==> src/rtl/plm_pkg.sv <==
package plm_pkg;

   // Payload widths
   localparam int SAMPLE_W  = 16;
   localparam int PEAK_W    = 15;
   localparam int CHANNEL_W = 3;
   localparam int LEVEL_W   = 14;
   localparam int COUNT_W   = 4;

   // Channel count after reset
   localparam logic [COUNT_W-1:0] COUNT_RESET = 4'd2;

   // Level reported for a zero peak
   localparam logic [LEVEL_W-1:0] LEVEL_SILENCE = 14'd10000;

   // 2000*log10(2) in Q.20
   localparam logic [31:0] LOG_SCALE = 32'd631305657;

   // Fraction bits of the log2 result
   localparam int LOG_FRAC_BITS = 28;

   // Request into the log unit
   typedef struct packed {
      logic              start;
      logic [PEAK_W-1:0] peak;
   } log_ctrl_type;

   // Result out of the log unit
   typedef struct packed {
      logic               done;
      logic [LEVEL_W-1:0] level;
   } log_status_type;

endpackage

==> src/rtl/plm_req_if.sv <==
interface plm_req_if;
   import plm_pkg::*;

   logic                       valid;
   logic                       ready;
   logic signed [SAMPLE_W-1:0] sample;
   logic                       block_end;

   modport source (output valid, output sample, output block_end, input ready);
   modport sink   (input valid, input sample, input block_end, output ready);
endinterface

==> src/rtl/plm_rsp_if.sv <==
interface plm_rsp_if;
   import plm_pkg::*;

   logic                 valid;
   logic                 ready;
   logic [CHANNEL_W-1:0] channel;
   logic [LEVEL_W-1:0]   level;
   logic                 last_level;

   modport source (output valid, output channel, output level, output last_level,
                   input ready);
   modport sink   (input valid, input channel, input level, input last_level,
                   output ready);
endinterface

==> src/rtl/peak_level_meter_log_unit.sv <==
// Peak level meter with a log readout. Interleaved signed samples stream in on
// req_chan, channel 0 first; each channel keeps its largest positive sample.
// A sample with block_end set is counted, then one result per active channel
// (channel_count, 1..8, written on csr_we/csr_wdata) goes out on rsp_chan in
// channel order, carrying the level in hundredths of dB below full scale
// (10000 for silence), with last_level on the final channel. Samples without
// block_end are taken back to back. After a block_end sample the block is not
// ready while it flushes: the log unit works out each channel with 28 squaring
// passes through its single 32x32 multiplier (a silent channel skips them), and
// each result may wait to be taken. Peaks and position then clear and samples
// flow again.
module peak_level_meter_log_unit #(
   parameter int MAX_CHANNELS = 8
) (
   input  logic                        clock,
   input  logic                        reset,
   plm_req_if.sink                     req_chan,
   plm_rsp_if.source                   rsp_chan,
   input  logic                        csr_we,
   input  logic [plm_pkg::COUNT_W-1:0] csr_wdata
);
   import plm_pkg::*;

   localparam int PEAK_DEPTH = (MAX_CHANNELS < 8) ? MAX_CHANNELS : 8;
   localparam int IDX_W      = (PEAK_DEPTH > 1) ? $clog2(PEAK_DEPTH) : 1;

   localparam logic [1:0] ST_RUN   = 2'd0;
   localparam logic [1:0] ST_START = 2'd1;
   localparam logic [1:0] ST_WAIT  = 2'd2;
   localparam logic [1:0] ST_SEND  = 2'd3;

   logic [1:0]           state_ff, state_in;
   logic [COUNT_W-1:0]   count_ff, count_in;
   logic [CHANNEL_W-1:0] pos_ff, pos_in;
   logic [CHANNEL_W-1:0] flush_ff, flush_in;
   logic [PEAK_W-1:0]    peak_ff [PEAK_DEPTH];
   logic [PEAK_W-1:0]    peak_in [PEAK_DEPTH];
   logic [CHANNEL_W-1:0] chan_ff, chan_in;
   logic [LEVEL_W-1:0]   level_ff, level_in;
   logic                 last_ff, last_in;

   logic [COUNT_W-1:0]   n_act;
   logic [CHANNEL_W-1:0] pos_sel;
   logic [COUNT_W-1:0]   pos_next;
   logic [CHANNEL_W-1:0] rd_idx;
   logic [PEAK_W-1:0]    peak_rd;
   logic                 take;

   log_ctrl_type   log_ctrl;
   log_status_type log_status;

   // Active channel count, clamped to 1..limit
   always_comb begin
      if (count_ff == '0) begin
         n_act = COUNT_W'(1);
      end else if (count_ff > COUNT_W'(PEAK_DEPTH)) begin
         n_act = COUNT_W'(PEAK_DEPTH);
      end else begin
         n_act = count_ff;
      end
   end

   // Position of this sample and of the next one
   assign pos_sel  = ({1'b0, pos_ff} >= n_act) ? '0 : pos_ff;
   assign pos_next = ({1'b0, pos_sel} + 4'd1 >= n_act) ? '0 : {1'b0, pos_sel} + 4'd1;

   // Single read port on the peak registers
   assign rd_idx  = (state_ff == ST_RUN) ? pos_sel : flush_ff;
   assign peak_rd = peak_ff[rd_idx[IDX_W-1:0]];

   assign take = req_chan.valid && (state_ff == ST_RUN);

   assign log_ctrl.start = (state_ff == ST_START);
   assign log_ctrl.peak  = peak_rd;

   plm_log_unit u_log (
      .clock  (clock),
      .reset  (reset),
      .ctrl   (log_ctrl),
      .status (log_status)
   );

   // Sequencer and peak tracking
   always_comb begin
      state_in = state_ff;
      count_in = csr_we ? csr_wdata : count_ff;
      pos_in   = pos_ff;
      flush_in = flush_ff;
      peak_in  = peak_ff;
      chan_in  = chan_ff;
      level_in = level_ff;
      last_in  = last_ff;
      case (state_ff)
         ST_RUN: begin
            if (take) begin
               if ($signed(req_chan.sample) > $signed({1'b0, peak_rd})) begin
                  peak_in[pos_sel[IDX_W-1:0]] = req_chan.sample[PEAK_W-1:0];
               end
               if (req_chan.block_end) begin
                  pos_in   = '0;
                  flush_in = '0;
                  state_in = ST_START;
               end else begin
                  pos_in = pos_next[CHANNEL_W-1:0];
               end
            end
         end
         ST_START: begin
            state_in = ST_WAIT;
         end
         ST_WAIT: begin
            if (log_status.done) begin
               chan_in  = flush_ff;
               level_in = log_status.level;
               last_in  = ({1'b0, flush_ff} + 4'd1 == n_act);
               state_in = ST_SEND;
            end
         end
         ST_SEND: begin
            if (rsp_chan.ready) begin
               if (last_ff) begin
                  for (int i = 0; i < PEAK_DEPTH; i++) begin
                     peak_in[i] = '0;
                  end
                  state_in = ST_RUN;
               end else begin
                  flush_in = flush_ff + 3'd1;
                  state_in = ST_START;
               end
            end
         end
         default: begin
            state_in = ST_RUN;
         end
      endcase
   end

   always_ff @(posedge clock) begin
      if (reset) begin
         state_ff <= ST_RUN;
         count_ff <= COUNT_RESET;
         pos_ff   <= '0;
         flush_ff <= '0;
         for (int i = 0; i < PEAK_DEPTH; i++) begin
            peak_ff[i] <= '0;
         end
      end else begin
         state_ff <= state_in;
         count_ff <= count_in;
         pos_ff   <= pos_in;
         flush_ff <= flush_in;
         peak_ff  <= peak_in;
      end
      chan_ff  <= chan_in;
      level_ff <= level_in;
      last_ff  <= last_in;
   end

   // Ports
   assign req_chan.ready      = (state_ff == ST_RUN);
   assign rsp_chan.valid      = (state_ff == ST_SEND);
   assign rsp_chan.channel    = chan_ff;
   assign rsp_chan.level      = level_ff;
   assign rsp_chan.last_level = last_ff;

`ifndef SYNTHESIS
   a_no_overlap: assert property (@(posedge clock) disable iff (reset)
      rsp_chan.valid |-> !req_chan.ready)
      else $error("input taken while a result is pending");

   a_last_is_final: assert property (@(posedge clock) disable iff (reset)
      (rsp_chan.valid && rsp_chan.last_level) |-> ({1'b0, rsp_chan.channel} + 4'd1 == n_act))
      else $error("last_level on a channel other than the final one");

   a_done_when_waiting: assert property (@(posedge clock) disable iff (reset)
      log_status.done |-> (state_ff == ST_WAIT))
      else $error("log result arrived outside the wait state");

   a_flush_starts: assert property (@(posedge clock) disable iff (reset)
      (take && req_chan.block_end) |=> (state_ff == ST_START && flush_ff == '0))
      else $error("block end did not start the flush at channel 0");
`endif

endmodule

==> src/rtl/plm_log_unit.sv <==
module plm_log_unit (
   input  logic                    clock,
   input  logic                    reset,
   input  plm_pkg::log_ctrl_type   ctrl,
   output plm_pkg::log_status_type status
);
   import plm_pkg::*;

   localparam logic [1:0] ST_IDLE   = 2'd0;
   localparam logic [1:0] ST_SQUARE = 2'd1;
   localparam logic [1:0] ST_DIFF   = 2'd2;
   localparam logic [1:0] ST_SCALE  = 2'd3;

   logic [1:0]               state_ff, state_in;
   logic [31:0]              x_ff, x_in;
   logic [3:0]               m_ff, m_in;
   logic [LOG_FRAC_BITS-1:0] frac_ff, frac_in;
   logic [4:0]               iter_ff, iter_in;
   logic [31:0]              d_ff, d_in;
   logic [LEVEL_W-1:0]       level_ff, level_in;
   logic                     done_ff, done_in;

   logic [3:0]  lead;
   logic [31:0] x_init;
   logic [31:0] mul_a, mul_b;
   logic [63:0] prod;
   logic [32:0] sq;

   // Leading one of the peak
   always_comb begin
      lead = 4'd0;
      for (int i = 0; i < PEAK_W; i++) begin
         if (ctrl.peak[i]) begin
            lead = 4'(i);
         end
      end
   end

   // Mantissa in Q1.31
   assign x_init = {17'b0, ctrl.peak} << (5'd31 - {1'b0, lead});

   // Shared multiplier: squaring, then the final scale
   assign mul_a = (state_ff == ST_SCALE) ? d_ff : x_ff;
   assign mul_b = (state_ff == ST_SCALE) ? LOG_SCALE : x_ff;
   assign prod  = {32'b0, mul_a} * {32'b0, mul_b};
   assign sq    = prod[63:31];

   // Sequencer
   always_comb begin
      state_in = state_ff;
      x_in     = x_ff;
      m_in     = m_ff;
      frac_in  = frac_ff;
      iter_in  = iter_ff;
      d_in     = d_ff;
      level_in = level_ff;
      done_in  = 1'b0;
      case (state_ff)
         ST_IDLE: begin
            if (ctrl.start) begin
               if (ctrl.peak == '0) begin
                  level_in = LEVEL_SILENCE;
                  done_in  = 1'b1;
               end else begin
                  x_in     = x_init;
                  m_in     = lead;
                  frac_in  = '0;
                  iter_in  = '0;
                  state_in = ST_SQUARE;
               end
            end
         end
         ST_SQUARE: begin
            // One fraction bit per square
            if (sq[32]) begin
               x_in    = sq[32:1];
               frac_in = {frac_ff[LOG_FRAC_BITS-2:0], 1'b1};
            end else begin
               x_in    = sq[31:0];
               frac_in = {frac_ff[LOG_FRAC_BITS-2:0], 1'b0};
            end
            iter_in = iter_ff + 5'd1;
            if (iter_ff == 5'(LOG_FRAC_BITS - 1)) begin
               state_in = ST_DIFF;
            end
         end
         ST_DIFF: begin
            d_in     = {4'd15, 28'd0} - {m_ff, frac_ff};
            state_in = ST_SCALE;
         end
         ST_SCALE: begin
            level_in = prod[61:48];
            done_in  = 1'b1;
            state_in = ST_IDLE;
         end
         default: begin
            state_in = ST_IDLE;
         end
      endcase
   end

   always_ff @(posedge clock) begin
      if (reset) begin
         state_ff <= ST_IDLE;
         done_ff  <= 1'b0;
      end else begin
         state_ff <= state_in;
         done_ff  <= done_in;
      end
      x_ff     <= x_in;
      m_ff     <= m_in;
      frac_ff  <= frac_in;
      iter_ff  <= iter_in;
      d_ff     <= d_in;
      level_ff <= level_in;
   end

   assign status.done  = done_ff;
   assign status.level = level_ff;

endmodule

==> src/flat_wrapper.sv <==
// flat-port wrapper written by rule: the top's interface ports become plain ports
module peak_level_meter_log_unit_flat import plm_pkg::*;
#(
   parameter int MAX_CHANNELS = 8
)
  (clock, reset, csr_we, csr_wdata, req_chan_valid, req_chan_sample, req_chan_block_end, req_chan_ready, rsp_chan_valid, rsp_chan_channel, rsp_chan_level, rsp_chan_last_level, rsp_chan_ready);
  plm_req_if req_chan_i ();
  plm_rsp_if rsp_chan_i ();
  input  logic clock;
  input  logic reset;
  input  logic csr_we;
  input  logic [plm_pkg::COUNT_W-1:0] csr_wdata;
  input wire logic [$bits(req_chan_i.valid)-1:0] req_chan_valid;
  input wire logic [$bits(req_chan_i.sample)-1:0] req_chan_sample;
  input wire logic [$bits(req_chan_i.block_end)-1:0] req_chan_block_end;
  output wire logic [$bits(req_chan_i.ready)-1:0] req_chan_ready;
  output wire logic [$bits(rsp_chan_i.valid)-1:0] rsp_chan_valid;
  output wire logic [$bits(rsp_chan_i.channel)-1:0] rsp_chan_channel;
  output wire logic [$bits(rsp_chan_i.level)-1:0] rsp_chan_level;
  output wire logic [$bits(rsp_chan_i.last_level)-1:0] rsp_chan_last_level;
  input wire logic [$bits(rsp_chan_i.ready)-1:0] rsp_chan_ready;
  assign req_chan_i.valid = req_chan_valid;
  assign req_chan_i.sample = req_chan_sample;
  assign req_chan_i.block_end = req_chan_block_end;
  assign req_chan_ready = req_chan_i.ready;
  assign rsp_chan_valid = rsp_chan_i.valid;
  assign rsp_chan_channel = rsp_chan_i.channel;
  assign rsp_chan_level = rsp_chan_i.level;
  assign rsp_chan_last_level = rsp_chan_i.last_level;
  assign rsp_chan_i.ready = rsp_chan_ready;
  peak_level_meter_log_unit #(.MAX_CHANNELS(MAX_CHANNELS)) u_core (.clock(clock), .reset(reset), .req_chan(req_chan_i), .rsp_chan(rsp_chan_i), .csr_we(csr_we), .csr_wdata(csr_wdata));
endmodule
==> config.mk <==
export PLATFORM = sky130hd
export DESIGN_NAME = peak_level_meter_log_unit_flat
export DESIGN_NICKNAME = d
export VERILOG_FILES = /design/src/rtl/plm_pkg.sv /design/src/rtl/plm_req_if.sv /design/src/rtl/plm_rsp_if.sv /design/src/rtl/peak_level_meter_log_unit.sv /design/src/rtl/plm_log_unit.sv /design/src/flat_wrapper.sv
export SDC_FILE = /design/constraint.sdc
export NUM_CORES = 2
export LEC_CHECK = 0
export BUFFER_PORTS_ARGS = -buffer_cell sky130_fd_sc_hd__buf_2
export CORE_MARGIN = 1
export CORE_UTILIZATION = 45
export DETAILED_ROUTE_END_ITERATION = 12
export PLACE_DENSITY = 0.64
export SLEW_MARGIN = 20
export SYNTH_ARGS = -nofsm -noshare
export SYNTH_HDL_FRONTEND = slang
export SYNTH_SLANG_ARGS = --single-unit
==> constraint.sdc <==
create_clock -name clock -period 10.7 [get_ports clock]
set_input_delay 2.14 -clock clock [delete_from_list [all_inputs] [get_ports clock]]
set_output_delay 2.14 -clock clock [all_outputs]
set_load 0.05 [all_outputs]
==> results_dict.tcl <==
set metrics [dict create \
    status "finished, final reports clean" \
    dr.pass1.iters 6 \
    max-slew-margin-rel 0.1633 \
    crit_slowest_cell "sky130_fd_sc_hd__nor2b_2" \
    path_delay_family "adder cells" \
    floorplan.core_area_um2 100600 \
    worst_ep_required_ns 11.03 \
    die_w_um 321.6 \
    largest_net_degree_at_the_start_of_global_routing 57 \
    cts_resized 0 \
    half_perimeter_wire_length_of_the_detailed_placement_result_mm 122.6 \
    synthesis.yosys.warnings 0 \
    die_span_y_um 321.6 \
    worst_path_most_repeated_cell "sky130_fd_sc_hd__fa_1" \
    drv_slew 0 \
    cpPeakStageDelay_ns 1.06 \
    post_synth_num_cell_types 98 \
    cts_hold_repair.buffers 0 \
    post-cts-setup-buffers 0 \
    finalNetCount 6137 \
    finClkSkew_ns 0.04370 \
    placementRows 116 \
    areaGrowthSynthToFinish_pct 7.447 \
    pin_count 46 \
    timing.fmax_ghz 0.09716 \
    timing.setup.tns_ns 0 \
    mappedNetlistNets 6134 \
    max_cap_viol_count 0 \
    worst-endpoint-arrival_ns 10.62 \
    crit_path_end_kind "flip-flop" \
    layout_min_cycle_time_ns 10.29 \
    final.period_utilization 0.9619 \
    gp_routability_congestion 1.046 \
    final_setup_vio_count 0 \
    share_of_synthesized_flip_flops_with_an_asynchronous_set_or_reset 0 \
    dominantRegCellSynth "sky130_fd_sc_hd__dfxtp_1" \
    syn_area_um2 45950 \
    grt_remaining_overflow 0 \
    grt_pass1_vias 37950 \
    critPathMaxFanout 56 \
    drt-total-wl_mm 157.3 \
    cts_sinks 268 \
    crit_path_start_kind "flip-flop" \
    drc 0 \
    port_buffers 45 \
    cts-root-to-sink-buffers 3 \
    grt_setup_unrepaired "no" \
    globalRouteTotalUtil 0.3105 \
    synth_seq_cells 268 \
    numCtsBuffers 31 \
    timing.hold.worst.class "reg -> reg" \
    synth-edff-count 133 \
    antenna_violations_before_repair 5 \
    drive_gt1_frac 0.08370 \
    syn_inst 4919 \
    cts.root.buffer_cell "sky130_fd_sc_hd__clkbuf_16" \
    cts.reportedPaths.clkPinSlew_ns 0.06 \
    vias_per_cell 5.712 \
    grt_first_pass_wirelength_mm 238.1 \
    worst-slew-pin-transition_ns 1.250 \
    ant_nets 0 \
    hold_violations 0 \
    synth_sequential_area_ratio 0.1457 \
    die_ar_um2 103400 \
    clk_latency_ns 0.60 \
    post_drt_wl_per_cell_um 24.94 \
    tritoncts "done" \
    synth.avg_cell_area_um2 9.342 \
    initial_core_util 0.4569 \
    worst-path-buf-inv 4 \
    vias 36020 \
    setup.worst_path.class "reg -> reg" \
    fillers 9465 \
    cts.htree.levels 1 \
    detailedRoute.firstIterationViolations 3261 \
]
through the flow:
step | std cells | hold WS, ns | worst slack (ns) | area, um^2 | utilization
2_1_floorplan | 4919 | 0.4003 | 1.311 | 45950 | -
3_3_place_gp | 6246 | 0.4008 | 0.7797 | 48240 | 0.4796
3_5_place_dp | 6246 | 0.4055 | 0.5770 | 48250 | 0.4797
4_1_cts | 6303 | 0.4220 | 0.5906 | 49360 | 0.4907
5_1_grt | 6303 | 0.4266 | 0.1469 | 49370 | 0.4908
6_report | 6306 | 0.4246 | 0.4074 | 49380 | 0.4909
synthesized netlist by cell type, drive strengths merged, types with 10 or more instances:
| cell type | n | area [um^2] |
|---|---|---|
| inv | 1016 | 3819 |
| fa | 894 | 17900 |
| nand2 | 466 | 1765 |
| nor2 | 355 | 1333 |
| and2 | 308 | 1927 |
| ha | 295 | 3691 |
| clkbuf | 190 | 713.2 |
| a21oi | 146 | 760.7 |
| dfxtp | 135 | 2703 |
| edfxtp | 133 | 3994 |
| a22o | 108 | 945.9 |
| o21ai | 92 | 483.0 |
| or2 | 77 | 481.7 |
| mux2i | 63 | 646.9 |
| nor2b | 46 | 287.8 |
| buf | 44 | 271.5 |
| nand3 | 44 | 220.2 |
| xnor2 | 43 | 376.6 |
| nor3 | 36 | 180.2 |
| a21o | 35 | 262.8 |
| xor2 | 32 | 280.3 |
| a211oi | 30 | 230.2 |
| nand2b | 25 | 156.4 |
| o211ai | 19 | 147.6 |
| mux2 | 18 | 210.2 |
| o2bb2ai | 18 | 157.7 |
| a221oi | 17 | 161.4 |
| nand4 | 17 | 106.4 |
| and3 | 15 | 93.84 |
| nor4 | 15 | 106.4 |
| o22ai | 14 | 87.58 |
| a2111oi | 11 | 116.4 |
| a22oi | 11 | 82.58 |
| o31ai | 11 | 82.58 |
| or3 | 11 | 68.82 |
| a31oi | 10 | 62.56 |
cells in the final DEF (no fill, tap or decap), types with 25 or more instances in the layout:
cell	count
sky130_fd_sc_hd__nand2_1	465
sky130_fd_sc_hd__a211oi_1	29
sky130_fd_sc_hd__buf_2	45
sky130_fd_sc_hd__and2_1	306
sky130_fd_sc_hd__clkbuf_16	33
sky130_fd_sc_hd__or2_2	76
sky130_fd_sc_hd__nor2_1	347
sky130_fd_sc_hd__o21ai_0	82
sky130_fd_sc_hd__inv_1	1011
sky130_fd_sc_hd__ha_1	294
sky130_fd_sc_hd__a21o_1	35
sky130_fd_sc_hd__mux2i_1	61
sky130_fd_sc_hd__fa_1	894
sky130_fd_sc_hd__xnor2_1	43
sky130_fd_sc_hd__dfxtp_1	135
sky130_fd_sc_hd__buf_4	158
sky130_fd_sc_hd__nand2b_1	25
sky130_fd_sc_hd__nand3_1	44
sky130_fd_sc_hd__xor2_1	32
sky130_fd_sc_hd__nor3_1	34
sky130_fd_sc_hd__nor2b_1	30
sky130_fd_sc_hd__a22o_1	108
sky130_fd_sc_hd__edfxtp_1	133
sky130_fd_sc_hd__a21oi_1	132
flip-flops by register name, summed over array words and instances (netlist names), 3 cells and up:
name	count
u_core.count_ff	4
u_core.u_log.x_ff	32
u_core.peak_ff	120
u_core.pos_ff	3
u_core.flush_ff	3
u_core.u_log.iter_ff	5
u_core.u_log.frac_ff	28
u_core.u_log.level_ff	14
u_core.u_log.m_ff	4
u_core.rsp_chan.level	14
u_core.rsp_chan.channel	3
u_core.u_log.d_ff	32
per-layer routing:
layer | up-vias | part of all wire | track usage
li1 | 15360 | - | -
met1 | 18100 | 0.38 | 0.4014
met2 | 2010 | 0.44 | 0.4798
met3 | 544 | 0.11 | 0.07413
met4 | 2 | 0.067 | 0.1703
met5 | - | 0.00013 | 0
area by class of cell:
type	instances	area, um^2	share of cell area
antenna	3	7.507	0.0001520
clock buffer	44	888.4	0.01799
clock inverter	13	215.2	0.004359
inverter	1021	3837	0.07772
multi-input combinational	3396	34600	0.7008
sequential	268	6696	0.1356
tap	1357	1698	0.03439
timing repair buffer	204	1431	0.02899
kinds of logic (layout without fill, tap and decap cells):
kind of cell	after synthesis	in the layout	synth area share
other	1	4	0.00008160
flip-flops	268	268	0.1457
AND/OR/NAND/NOR	1441	1441	0.1511
adder cells (fa/ha/maj)	1189	1189	0.4698
buffers and inverters	1255	1282	0.1049
multiplexers	82	82	0.01914
AO/OA/AOI/OAI	608	608	0.09494
XOR/XNOR	75	75	0.01429
path summary, 6_finish.rpt:
kind / slack, ns / end / start / depth (start not counted)
max reg2reg: 0.41 / u_core.u_log.x_ff[25] / u_core.u_log.state_ff[0] / 29
max: 0.41 / u_core.u_log.x_ff[25] / u_core.u_log.state_ff[0] / 29
min reg2reg: 0.42 / u_core.rsp_chan.level[12] / u_core.u_log.level_ff[12] / 0
min: 0.42 / u_core.rsp_chan.level[12] / u_core.u_log.level_ff[12] / 0
Power is left out: the tool's default activity adds up to more than one toggle a clock period on the data nets, which glitch-free logic cannot reach.
